==> src/hdl/crc8pf_pkg.sv <==
package crc8pf_pkg;

   localparam int QueueDepthDefault = 4;

   localparam logic       CMD_START   = 1'b0;
   localparam logic       CMD_PAYLOAD = 1'b1;

   localparam logic [7:0] SYNC_BYTE_0  = 8'h51;
   localparam logic [7:0] SYNC_BYTE_1  = 8'h78;
   localparam logic [7:0] PAD_BYTE     = 8'h00;
   localparam logic [7:0] TRAILER_BYTE = 8'hFF;
   localparam logic [7:0] CRC_POLY     = 8'h07;
   localparam logic [7:0] CRC_INIT     = 8'h00;

   typedef struct packed {
      logic       cmd;
      logic [7:0] packet_code;
      logic [7:0] payload_len;
      logic [7:0] data_byte;
   } req_item_type;

   typedef struct packed {
      logic [7:0] out_byte;
      logic       run_last;
      logic       packet_end;
      logic       seq_error;
   } rsp_item_type;

   typedef enum logic [1:0] {
      JOB_ERROR,
      JOB_HEADER,
      JOB_PAYLOAD
   } job_kind_type;

   typedef struct packed {
      job_kind_type kind;
      logic [7:0]   byte_a;
      logic [7:0]   byte_b;
      logic [7:0]   crc;
      logic         tail;
   } job_type;

endpackage

==> src/hdl/crc8pf_front.sv <==
module crc8pf_front
   import crc8pf_pkg::*;
(
   input  logic         clock,
   input  logic         reset,
   input  logic         accept,
   input  req_item_type req_item,
   output job_type      job
);

   logic [7:0] bytes_left_ff, bytes_left_in;
   logic [7:0] crc_ff, crc_in;
   logic       open_ff, open_in;
   logic [7:0] crc_next;
   logic [7:0] left_next;

   function automatic logic [7:0] crc_fold(input logic [7:0] crc, input logic [7:0] data);
      logic [7:0] v;
      v = crc ^ data;
      for (int k = 0; k < 8; k++) begin
         if (v[7]) begin
            v = {v[6:0], 1'b0} ^ CRC_POLY;
         end else begin
            v = {v[6:0], 1'b0};
         end
      end
      return v;
   endfunction

   always_comb begin
      crc_next      = crc_fold(crc_ff, req_item.data_byte);
      left_next     = bytes_left_ff - 8'd1;
      bytes_left_in = bytes_left_ff;
      crc_in        = crc_ff;
      open_in       = open_ff;
      job.kind      = JOB_ERROR;
      job.byte_a    = req_item.packet_code;
      job.byte_b    = req_item.payload_len;
      job.crc       = CRC_INIT;
      job.tail      = 1'b0;
      priority if ((req_item.cmd == CMD_START) == open_ff) begin
         job.kind = JOB_ERROR;
      end else if (req_item.cmd == CMD_START) begin
         job.kind      = JOB_HEADER;
         job.tail      = (req_item.payload_len == 8'd0);
         crc_in        = CRC_INIT;
         bytes_left_in = req_item.payload_len;
         open_in       = (req_item.payload_len != 8'd0);
      end else begin
         job.kind      = JOB_PAYLOAD;
         job.byte_a    = req_item.data_byte;
         job.crc       = crc_next;
         job.tail      = (left_next == 8'd0);
         crc_in        = crc_next;
         bytes_left_in = left_next;
         open_in       = (left_next != 8'd0);
      end
   end

   always_ff @(posedge clock) begin
      if (reset) begin
         bytes_left_ff <= '0;
         crc_ff        <= CRC_INIT;
         open_ff       <= 1'b0;
      end else if (accept) begin
         bytes_left_ff <= bytes_left_in;
         crc_ff        <= crc_in;
         open_ff       <= open_in;
      end
   end

endmodule

==> src/hdl/crc8pf_queue.sv <==
module crc8pf_queue
   import crc8pf_pkg::*;
#(
   parameter int DEPTH = QueueDepthDefault
)
(
   input  logic    clock,
   input  logic    reset,
   input  logic    push,
   input  job_type push_job,
   output logic    full,
   input  logic    pop,
   output logic    head_valid,
   output job_type head_job
);

   localparam int PtrW = (DEPTH > 1) ? $clog2(DEPTH) : 1;
   localparam int CntW = $clog2(DEPTH + 1);

   job_type         entry_ff [DEPTH];
   logic [PtrW-1:0] wr_ptr_ff, wr_ptr_in;
   logic [PtrW-1:0] rd_ptr_ff, rd_ptr_in;
   logic [CntW-1:0] count_ff, count_in;
   logic            do_push;
   logic            do_pop;

   assign full       = (count_ff == CntW'(DEPTH));
   assign head_valid = (count_ff != '0);
   assign head_job   = entry_ff[rd_ptr_ff];
   assign do_push    = push && !full;
   assign do_pop     = pop && head_valid;

   always_comb begin
      wr_ptr_in = wr_ptr_ff;
      rd_ptr_in = rd_ptr_ff;
      count_in  = count_ff;
      if (do_push) begin
         wr_ptr_in = (wr_ptr_ff == PtrW'(DEPTH - 1)) ? '0 : wr_ptr_ff + PtrW'(1);
      end
      if (do_pop) begin
         rd_ptr_in = (rd_ptr_ff == PtrW'(DEPTH - 1)) ? '0 : rd_ptr_ff + PtrW'(1);
      end
      if (do_push && !do_pop) begin
         count_in = count_ff + CntW'(1);
      end else if (do_pop && !do_push) begin
         count_in = count_ff - CntW'(1);
      end
   end

   always_ff @(posedge clock) begin
      if (reset) begin
         wr_ptr_ff <= '0;
         rd_ptr_ff <= '0;
         count_ff  <= '0;
      end else begin
         wr_ptr_ff <= wr_ptr_in;
         rd_ptr_ff <= rd_ptr_in;
         count_ff  <= count_in;
      end
   end

   always_ff @(posedge clock) begin
      if (do_push) begin
         entry_ff[wr_ptr_ff] <= push_job;
      end
   end

endmodule

==> src/hdl/crc8pf_back.sv <==
module crc8pf_back
   import crc8pf_pkg::*;
(
   input  logic         clock,
   input  logic         reset,
   input  logic         job_valid,
   input  job_type      job,
   output logic         job_pop,
   output logic         rsp_empty,
   input  logic         rsp_pop,
   output rsp_item_type rsp_item
);

   logic [2:0]   step_ff, step_in;
   logic         out_valid_ff;
   rsp_item_type out_item_ff, out_item_in;
   logic [2:0]   last_step;
   logic         is_last;
   logic         advance;

   assign advance   = job_valid && (!out_valid_ff || rsp_pop);
   assign is_last   = (step_ff == last_step);
   assign job_pop   = advance && is_last;
   assign step_in   = is_last ? 3'd0 : step_ff + 3'd1;
   assign rsp_empty = !out_valid_ff;
   assign rsp_item  = out_item_ff;

   always_comb begin
      unique case (job.kind)
         JOB_HEADER:  last_step = job.tail ? 3'd7 : 3'd5;
         JOB_PAYLOAD: last_step = job.tail ? 3'd2 : 3'd0;
         default:     last_step = 3'd0;
      endcase
   end

   always_comb begin
      out_item_in.run_last   = is_last;
      out_item_in.packet_end = 1'b0;
      out_item_in.seq_error  = 1'b0;
      out_item_in.out_byte   = PAD_BYTE;
      unique case (job.kind)
         JOB_HEADER: begin
            unique case (step_ff)
               3'd0:    out_item_in.out_byte = SYNC_BYTE_0;
               3'd1:    out_item_in.out_byte = SYNC_BYTE_1;
               3'd2:    out_item_in.out_byte = job.byte_a;
               3'd3:    out_item_in.out_byte = PAD_BYTE;
               3'd4:    out_item_in.out_byte = job.byte_b;
               3'd5:    out_item_in.out_byte = PAD_BYTE;
               3'd6:    out_item_in.out_byte = job.crc;
               default: begin
                  out_item_in.out_byte   = TRAILER_BYTE;
                  out_item_in.packet_end = 1'b1;
               end
            endcase
         end
         JOB_PAYLOAD: begin
            priority if (step_ff == 3'd0) begin
               out_item_in.out_byte = job.byte_a;
            end else if (step_ff == 3'd1) begin
               out_item_in.out_byte = job.crc;
            end else begin
               out_item_in.out_byte   = TRAILER_BYTE;
               out_item_in.packet_end = 1'b1;
            end
         end
         default: begin
            out_item_in.seq_error = 1'b1;
         end
      endcase
   end

   always_ff @(posedge clock) begin
      if (reset) begin
         step_ff      <= '0;
         out_valid_ff <= 1'b0;
      end else begin
         if (advance) begin
            step_ff      <= step_in;
            out_valid_ff <= 1'b1;
         end else if (rsp_pop) begin
            out_valid_ff <= 1'b0;
         end
      end
   end

   always_ff @(posedge clock) begin
      if (advance) begin
         out_item_ff <= out_item_in;
      end
   end

`ifndef SYNTHESIS
   a_step_needs_job: assert property (@(posedge clock) disable iff (reset)
      (step_ff != 3'd0) |-> job_valid)
      else $error("Back end is partway through a job that is no longer queued.");

   a_step_in_range: assert property (@(posedge clock) disable iff (reset)
      job_valid |-> (step_ff <= last_step))
      else $error("Back end step counter ran past the end of its job.");

   a_trailer_closes: assert property (@(posedge clock) disable iff (reset)
      (out_valid_ff && out_item_ff.packet_end) |->
         (out_item_ff.out_byte == TRAILER_BYTE) && out_item_ff.run_last)
      else $error("Trailer transfer is malformed or not the final one of its item.");

   a_error_clean: assert property (@(posedge clock) disable iff (reset)
      (out_valid_ff && out_item_ff.seq_error) |->
         (out_item_ff.out_byte == PAD_BYTE) && out_item_ff.run_last
         && !out_item_ff.packet_end)
      else $error("Sequence error transfer carries data or is not final.");
`endif

endmodule

==> src/hdl/crc8_packet_framer_core.sv <==
// Packet framer with CRC-8 (polynomial 0x07, MSB first, initial value zero). A start item
// produces the six header bytes 0x51 0x78 code 0x00 length 0x00, each payload item passes its
// byte through and folds it into the CRC, and after the last payload byte (or right after the
// header for a zero length) the CRC byte and the 0xFF trailer follow. Items out of order give a
// single transfer with seq_error set and change nothing. The front end classifies an item and
// updates the packet state in the cycle it is accepted, so items enter at one per cycle while
// the job queue has room. The back end drives one result transfer per cycle while rsp_pop
// keeps its output register drained; an item yields one result for a payload byte or an
// error, three for the final payload byte, six for a header and eight for a header with
// zero length. That output register sets the sustained rate.
module crc8_packet_framer_core
   import crc8pf_pkg::*;
#(
   parameter int QUEUE_DEPTH = QueueDepthDefault
)
(
   input  logic         clock,
   input  logic         reset,
   input  logic         req_push,
   output logic         req_full,
   input  req_item_type req_item,
   output logic         rsp_empty,
   input  logic         rsp_pop,
   output rsp_item_type rsp_item
);

   job_type front_job;
   job_type head_job;
   logic    head_valid;
   logic    head_pop;
   logic    accept;

   assign accept = req_push && !req_full;

   crc8pf_front u_front (
      .clock    (clock),
      .reset    (reset),
      .accept   (accept),
      .req_item (req_item),
      .job      (front_job)
   );

   crc8pf_queue #(
      .DEPTH (QUEUE_DEPTH)
   ) u_queue (
      .clock      (clock),
      .reset      (reset),
      .push       (req_push),
      .push_job   (front_job),
      .full       (req_full),
      .pop        (head_pop),
      .head_valid (head_valid),
      .head_job   (head_job)
   );

   crc8pf_back u_back (
      .clock     (clock),
      .reset     (reset),
      .job_valid (head_valid),
      .job       (head_job),
      .job_pop   (head_pop),
      .rsp_empty (rsp_empty),
      .rsp_pop   (rsp_pop),
      .rsp_item  (rsp_item)
   );

endmodule
==> config.mk <==
export PLATFORM = sky130hd
export DESIGN_NAME = crc8_packet_framer_core
export DESIGN_NICKNAME = d
export VERILOG_FILES = /design/src/hdl/crc8pf_pkg.sv /design/src/hdl/crc8pf_front.sv /design/src/hdl/crc8pf_queue.sv /design/src/hdl/crc8pf_back.sv /design/src/hdl/crc8_packet_framer_core.sv
export SDC_FILE = /design/constraint.sdc
export NUM_CORES = 1
export LEC_CHECK = 0
export BUFFER_PORTS_ARGS = -buffer_cell sky130_fd_sc_hd__buf_2
export CORE_ASPECT_RATIO = 0.9
export CORE_MARGIN = 2
export CORE_UTILIZATION = 25
export DETAILED_ROUTE_END_ITERATION = 16
export PLACE_DENSITY = 0.36
export REMOVE_ABC_BUFFERS = 1
export SKIP_CTS_REPAIR_TIMING = 1
export SYNTH_ARGS = -nofsm -noshare
export SYNTH_HDL_FRONTEND = slang
export SYNTH_HIERARCHICAL = 1
export SYNTH_SLANG_ARGS = --single-unit
==> constraint.sdc <==
create_clock -name clock -period 8.5 [get_ports clock]
set_clock_uncertainty 0.15 [all_clocks]
set_input_delay 2.125 -clock clock [delete_from_list [all_inputs] [get_ports clock]]
set_output_delay 2.125 -clock clock [all_outputs]
set_load 0.02 [all_outputs]
==> results of run 1 <==
==> power groups by stage <==
stage	Sequential [mW]	Clock [mW]	Combinational [mW]
after global placement	0.993	0	0.833
after CTS	0.982	0.845	0.835
after detailed placement	0.998	0	0.831
after global routing	0.993	0.879	0.911
after floorplan	1.05	0	0.519
final	0.980	0.826	0.818
==> layer usage <==
metal | track usage | up-vias | routed length, um
li1 | - | 1937 | -
met1 | 0.166 | 2087 | 8340
met2 | 0.185 | 79 | 7670
met3 | 0.0303 | 7 | 618
met4 | 0.0299 | 0 | 91
met5 | 0 | - | 0
==> Yosys cell counts (3+ instances only) <==
cell type,count
nand2b_1,8
ha_1,17
inv_1,17
buf_1,3
a211oi_1,4
nor2b_1,4
buf_6,3
xnor2_1,20
edfxtp_1,119
or3_1,7
a32o_1,3
nand3_1,7
xor2_1,9
a221oi_1,3
nor3_1,7
a2bb2oi_1,8
or4_4,3
mux2_2,12
clkbuf_1,12
mux4_2,27
a31oi_1,3
buf_4,9
and3_1,4
o21ai_0,10
nand2_1,18
a22oi_1,5
buf_2,6
dfxtp_1,30
o22ai_1,9
a21oi_1,22
nor2_1,46
nor4_1,5
==> metrics by stage <==
stage | power, mW | cell area (um2)
final | 2.62 | 8080
after detailed placement | 1.83 | 7430
after global placement | 1.83 | 7430
after CTS | 2.66 | 8080
after floorplan | 1.57 | 6730
after global routing | 2.78 | 8080
==> sequential cells by signal, indices dropped and copies added, names as in the netlist, named ones only <==
name	cells
u_queue/rd_ptr_ff	2
u_front/bytes_left_ff	8
u_back/rsp_item	11
u_front/open_ff	1
u_queue/wr_ptr_ff	2
u_back/step_ff	3
u_queue/count_ff	3
u_front/crc_ff	8
u_queue/entry_ff	108
u_back/out_valid_ff	1
==> cells by family after synthesis <==
family / Yosys count / synth area share
buffers and inverters: 54 / 0.0414
adders and majority gates: 18 / 0.0336
xor gates and xnor gates: 30 / 0.0399
and+or+nand+nor: 122 / 0.0916
DFF: 149 / 0.603
AOI/OAI and AO/OA: 81 / 0.0804
muxes: 41 / 0.110
==> final timing paths <==
| path | slack (ns) | to | start |
|---|---|---|---|
| min | 0.34 | u_front/crc_ff[6]$_SDFFE_PP0P_ | u_front/crc_ff[6]$_SDFFE_PP0P_ |
| max | 4.10 | u_front/crc_ff[5]$_SDFFE_PP0P_ | req_item[24] |
| max reg2reg | 4.29 | u_queue/count_ff[2]$_SDFFE_PP0P_ | flop |
| min reg2reg | 0.34 | u_front/crc_ff[6]$_SDFFE_PP0P_ | u_front/crc_ff[6]$_SDFFE_PP0P_ |
==> worst max-delay path, cell delays in order <==
cell,delay (ns)
buf_2,0.31
inv_1,0.28
ha_1,0.42
nor2b_1,0.60
nand2_1,0.33
or3_1,0.41
a31oi_1,0.12
==> area by class of cell <==
class,instances,area [um2]
Multi-Input combinational cell,292,2460
Clock inverter,15,230
Sequential cell,149,4180
Inverter,20,93.8
Timing Repair Buffer,47,250
Fill cell,2771,19000
Tap cell,354,443
Clock buffer,17,425
==> flow_summary.json, run 1 <==
{
  "status": "completed",
  "grtUsageTotal": 0.119,
  "area_growth_pct": 16.7,
  "p_per_area_nw_per_um2": 325,
  "hp-class": "flop to flop",
  "hold_viol": 0,
  "whs_path_depth": 2,
  "synth_top_area_share": 0.516,
  "rsz0062_at_grt": "false",
  "report.final.slew_viol_count": 0,
  "drive_gt1_frac": 0.243,
  "startpoint_type": "input port",
  "place_hpwl_um": 11200,
  "synth_ff_type": "edfxtp_1",
  "synth_edf_count": 119,
  "portBuffers": 41,
  "drt-initial-drc-count": 246,
  "synth-seq-cells": 149,
  "period_share": 0.517,
  "syn_inst": 495,
  "viasPerCell": 4.60,
  "min_period_ns": 4.40,
  "ys.warnings.count": 6,
  "synth_cell_types": 60,
  "cts_buffers": 17,
  "antenna_cells": 0,
  "grt_max_degree": 32,
  "cp_max_fo": 20,
  "yosys.area.top_type": "edfxtp_1",
  "cts_tree": "done",
  "crit_type": "input port to flop",
  "dr_total_vias": 4110,
  "io_pins": 42,
  "synthArstFlopShare": 0,
  "post-route-drc-count": 0,
  "fin_cells": 894,
  "seq_area_frac_synth": 0.603,
  "die_area_um2": 29000,
  "swShare": 0.319,
  "wl_um": 16700,
  "num_rows": 57,
  "mostFrequentLayoutCells": "edfxtp_1 (119), nor2_1 (46), buf_2 (41)",
  "ant_nets": 0,
  "max_freq_ghz": 0.227,
  "die_h_um": 162,
  "start_util": 0.255,
  "antenna_found_initial": 0,
  "root_buffer": "clkbuf_16",
  "placed_cells": 862,
  "netlist_area_um2": 6920,
  "ir_drop_mv": 0.129,
  "synth_area_leaders": "edfxtp_1 (52%), mux4_2 (8.8%), dfxtp_1 (8.7%), ha_1 (3.1%), xnor2_1 (2.5%)",
  "maxCapViolations": 0,
  "layout_commonest_cell": "edfxtp_1",
  "fin_ws_ns": 4.10,
  "die_w_um": 179,
  "first_global_vias": 4103,
  "layout.nets": 574,
  "p_leak_nw": 2.75,
  "clock_latency_ns": 0.42,
  "synth_area_per_cell_um2": 14.0,
  "max_slew_margin": 0.407,
  "whs_ns": 0.335,
  "cp-end-kind": "flop",
  "cellInternalPower_mw": 1.79,
  "power_switching_mw": 0.836,
  "cts_buffer_depth": 2,
  "p_seq_frac": 0.373,
  "tightest_slew_ns": 0.889,
  "gp_congestion": 0.750,
  "place_ws_ns": 3.66,
  "grt_pass1_wl_um": 25700,
  "htree_num_levels": 4,
  "setup_violations": 0,
  "fin_setup_tns_ns": 0,
  "p_clk_frac": 0.315,
  "finish.utilization": 0.298,
  "coreArea_um2": 27100,
  "p_comb_frac": 0.312,
  "gr-total-overflow": 0,
  "crit_arrival_ns": 4.59,
  "required_ns": 8.69,
  "r2r_cells": 14,
  "dr.pass1.iters": 4,
  "clkTransAtPathRegs_ns": 0.06,
  "routedWlPerCell_um": 18.7,
  "cts_sinks": 149
}
Power figures use the tool's default switching activity.
==> run 2, diff against run 1 <==
PLACE_DENSITY = 0.37   (was 0.36)
clock period = 3.8 ns   (was 8.5 ns; I/O delays follow)
==> flow_summary.json, run 2 (same netlist as run 1, synthesis figures left out) <==
{
  "status": "completed",
  "die_area_um2": 29000,
  "whs_path_depth": 2,
  "post-route-drc-count": 0,
  "p_seq_frac": 0.392,
  "crit_type": "flop to flop",
  "placed_cell_area_um2": 7470,
  "die_w_um": 179,
  "hold_viol": 0,
  "use_met1": 0.162,
  "swShare": 0.333,
  "p_leak_nw": 2.75,
  "p_per_area_nw_per_um2": 700,
  "cts_buffer_depth": 2,
  "path_buf_inv": 1,
  "first_global_vias": 4264,
  "rsz0062_at_grt": "false",
  "layout_commonest_cell": "edfxtp_1",
  "crit_chain": "mux4_2 > ha_1 > nand3b_1 > xnor2_1 > or4_4 > a21oi_1 > o31ai_2 > ha_1 > inv_1 > fa_1 > xor2_1 > or3_1 > a21oi_1",
  "ant_nets": 0,
  "hold_start": "u_front/open_ff$_SDFFE_PP0P_",
  "setup_violations": 0,
  "portBuffers": 41,
  "fin_setup_tns_ns": 0,
  "startpoint_type": "flop",
  "min_delay_worst_endpoint": "u_front/open_ff$_SDFFE_PP0P_",
  "grtUsageTotal": 0.117,
  "ir_drop_mv": 0.255,
  "period_share": 0.951,
  "dr.pass1.iters": 4,
  "dr_total_vias": 4101,
  "gp_congestion": 0.748,
  "multi_input_area_um2": 2460,
  "maxCapViolations": 0,
  "report.final.slew_viol_count": 0,
  "tightest_slew_ns": 0.747,
  "critPathTopFamily": "simple AND/OR/NAND/NOR gates",
  "routedWlPerCell_um": 18.2,
  "area_growth_pct": 16.2,
  "power_switching_mw": 1.87,
  "die_h_um": 162,
  "cellInternalPower_mw": 3.76,
  "p_clk_frac": 0.287,
  "drt-initial-drc-count": 225,
  "use_met3": 0.0267,
  "mostFrequentLayoutCells": "edfxtp_1 (119), nor2_1 (46), buf_2 (41)",
  "wl_um": 16400,
  "place_hpwl_um": 11100,
  "min_period_ns": 3.62,
  "cp_num_cells": 13,
  "clock_latency_ns": 0.42,
  "cpMaxStageDelayCell": "mux4_2",
  "layout.nets": 580,
  "r2r_cells": 13,
  "grt_pass1_wl_um": 25400,
  "root_buffer": "clkbuf_16",
  "io_pins": 42,
  "r2r_slack_ns": 0.18,
  "coreArea_um2": 27100,
  "gr-total-overflow": 0,
  "grt_max_degree": 32,
  "viasPerCell": 4.55,
  "cts_buffers": 17,
  "num_rows": 57,
  "required_ns": 4.00,
  "reg2reg_to": "u_queue/count_ff[2]$_SDFFE_PP0P_",
  "fillers": 2794,
  "final_cell_area_um2": 8040,
  "seqCellArea_um2": 4180,
  "use_met2": 0.183,
  "largest_reg_flops": 108,
  "hp-class": "flop to flop",
  "cts_sinks": 149,
  "start_util": 0.255,
  "cts_tree": "done",
  "cp-end-kind": "flop",
  "max_freq_ghz": 0.277,
  "cp_max_fo": 6,
  "regMostFlops": "u_queue/entry_ff",
  "drive_gt1_frac": 0.251,
  "antenna_found_initial": 0,
  "slowest_delay_ns": 0.53,
  "htree_num_levels": 4,
  "clkTransAtPathRegs_ns": 0.07,
  "busiest_layer": "met2",
  "p_total_mw": 5.63,
  "crit_arrival_ns": 3.81,
  "p_comb_frac": 0.322,
  "max_slew_margin": 0.502
}
[run 2: final cells by class]
class                   count  area share
flip-flops and latches    149       0.519
inverters                  20      0.0117
multi-input cells         292       0.306
clock inverters            15      0.0180
diodes                      1    0.000311
repair buffers             53      0.0367
well taps                 354      0.0551
clock buffers              17      0.0529
[run 2: worst max-delay path by stage]
stage	startpoint	to	slack [ns]
after floorplan	flop	u_queue/count_ff[2]$_SDFFE_PP0P_	-0.64
after global placement	flop	u_queue/count_ff[2]$_SDFFE_PP0P_	0.26
after global routing	flop	u_queue/count_ff[2]$_SDFFE_PP0P_	0.002
final	flop	u_queue/count_ff[2]$_SDFFE_PP0P_	0.18
after CTS	flop	u_queue/count_ff[2]$_SDFFE_PP0P_	0.15
after detailed placement	flop	u_queue/count_ff[2]$_SDFFE_PP0P_	0.17
[run 2: tightest hold or removal path, stage by stage, from the launching register on]
cell	delay (ns)
dfxtp_1	0.32
nand2_1	0.06
a21oi_1	0.06
[run 2: power groups by stage]
stage | Sequential, mW | Clock [mW] | Combinational (mW)
2_1_floorplan | 2.35 | 0 | 1.16
3_5_place_dp | 2.24 | 0 | 1.84
5_1_grt | 2.23 | 1.74 | 2.00
3_3_place_gp | 2.23 | 0 | 1.83
4_1_cts | 2.21 | 1.68 | 1.85
6_report | 2.21 | 1.62 | 1.81
[run 2: layer usage]
| layer | up-vias | share of wire |
|---|---|---|
| li1 | 1955 | - |
| met1 | 2081 | 0.50 |
| met2 | 56 | 0.46 |
| met3 | 9 | 0.032 |
| met4 | 0 | 0.010 |
| met5 | - | 0 |
[run 2: through the flow]
| step | setup WS, ns | util | hold WS [ns] | std cells |
|---|---|---|---|---|
| finish | 0.185 | 0.297 | 0.337 | 901 |
| detailed placement | 0.168 | 0.276 | 0.317 | 868 |
| floorplan | -0.638 | - | 0.292 | 461 |
| CTS | 0.147 | 0.297 | 0.338 | 900 |
| global route | 0.00220 | 0.297 | 0.362 | 900 |
| global placement | 0.256 | 0.276 | 0.314 | 868 |
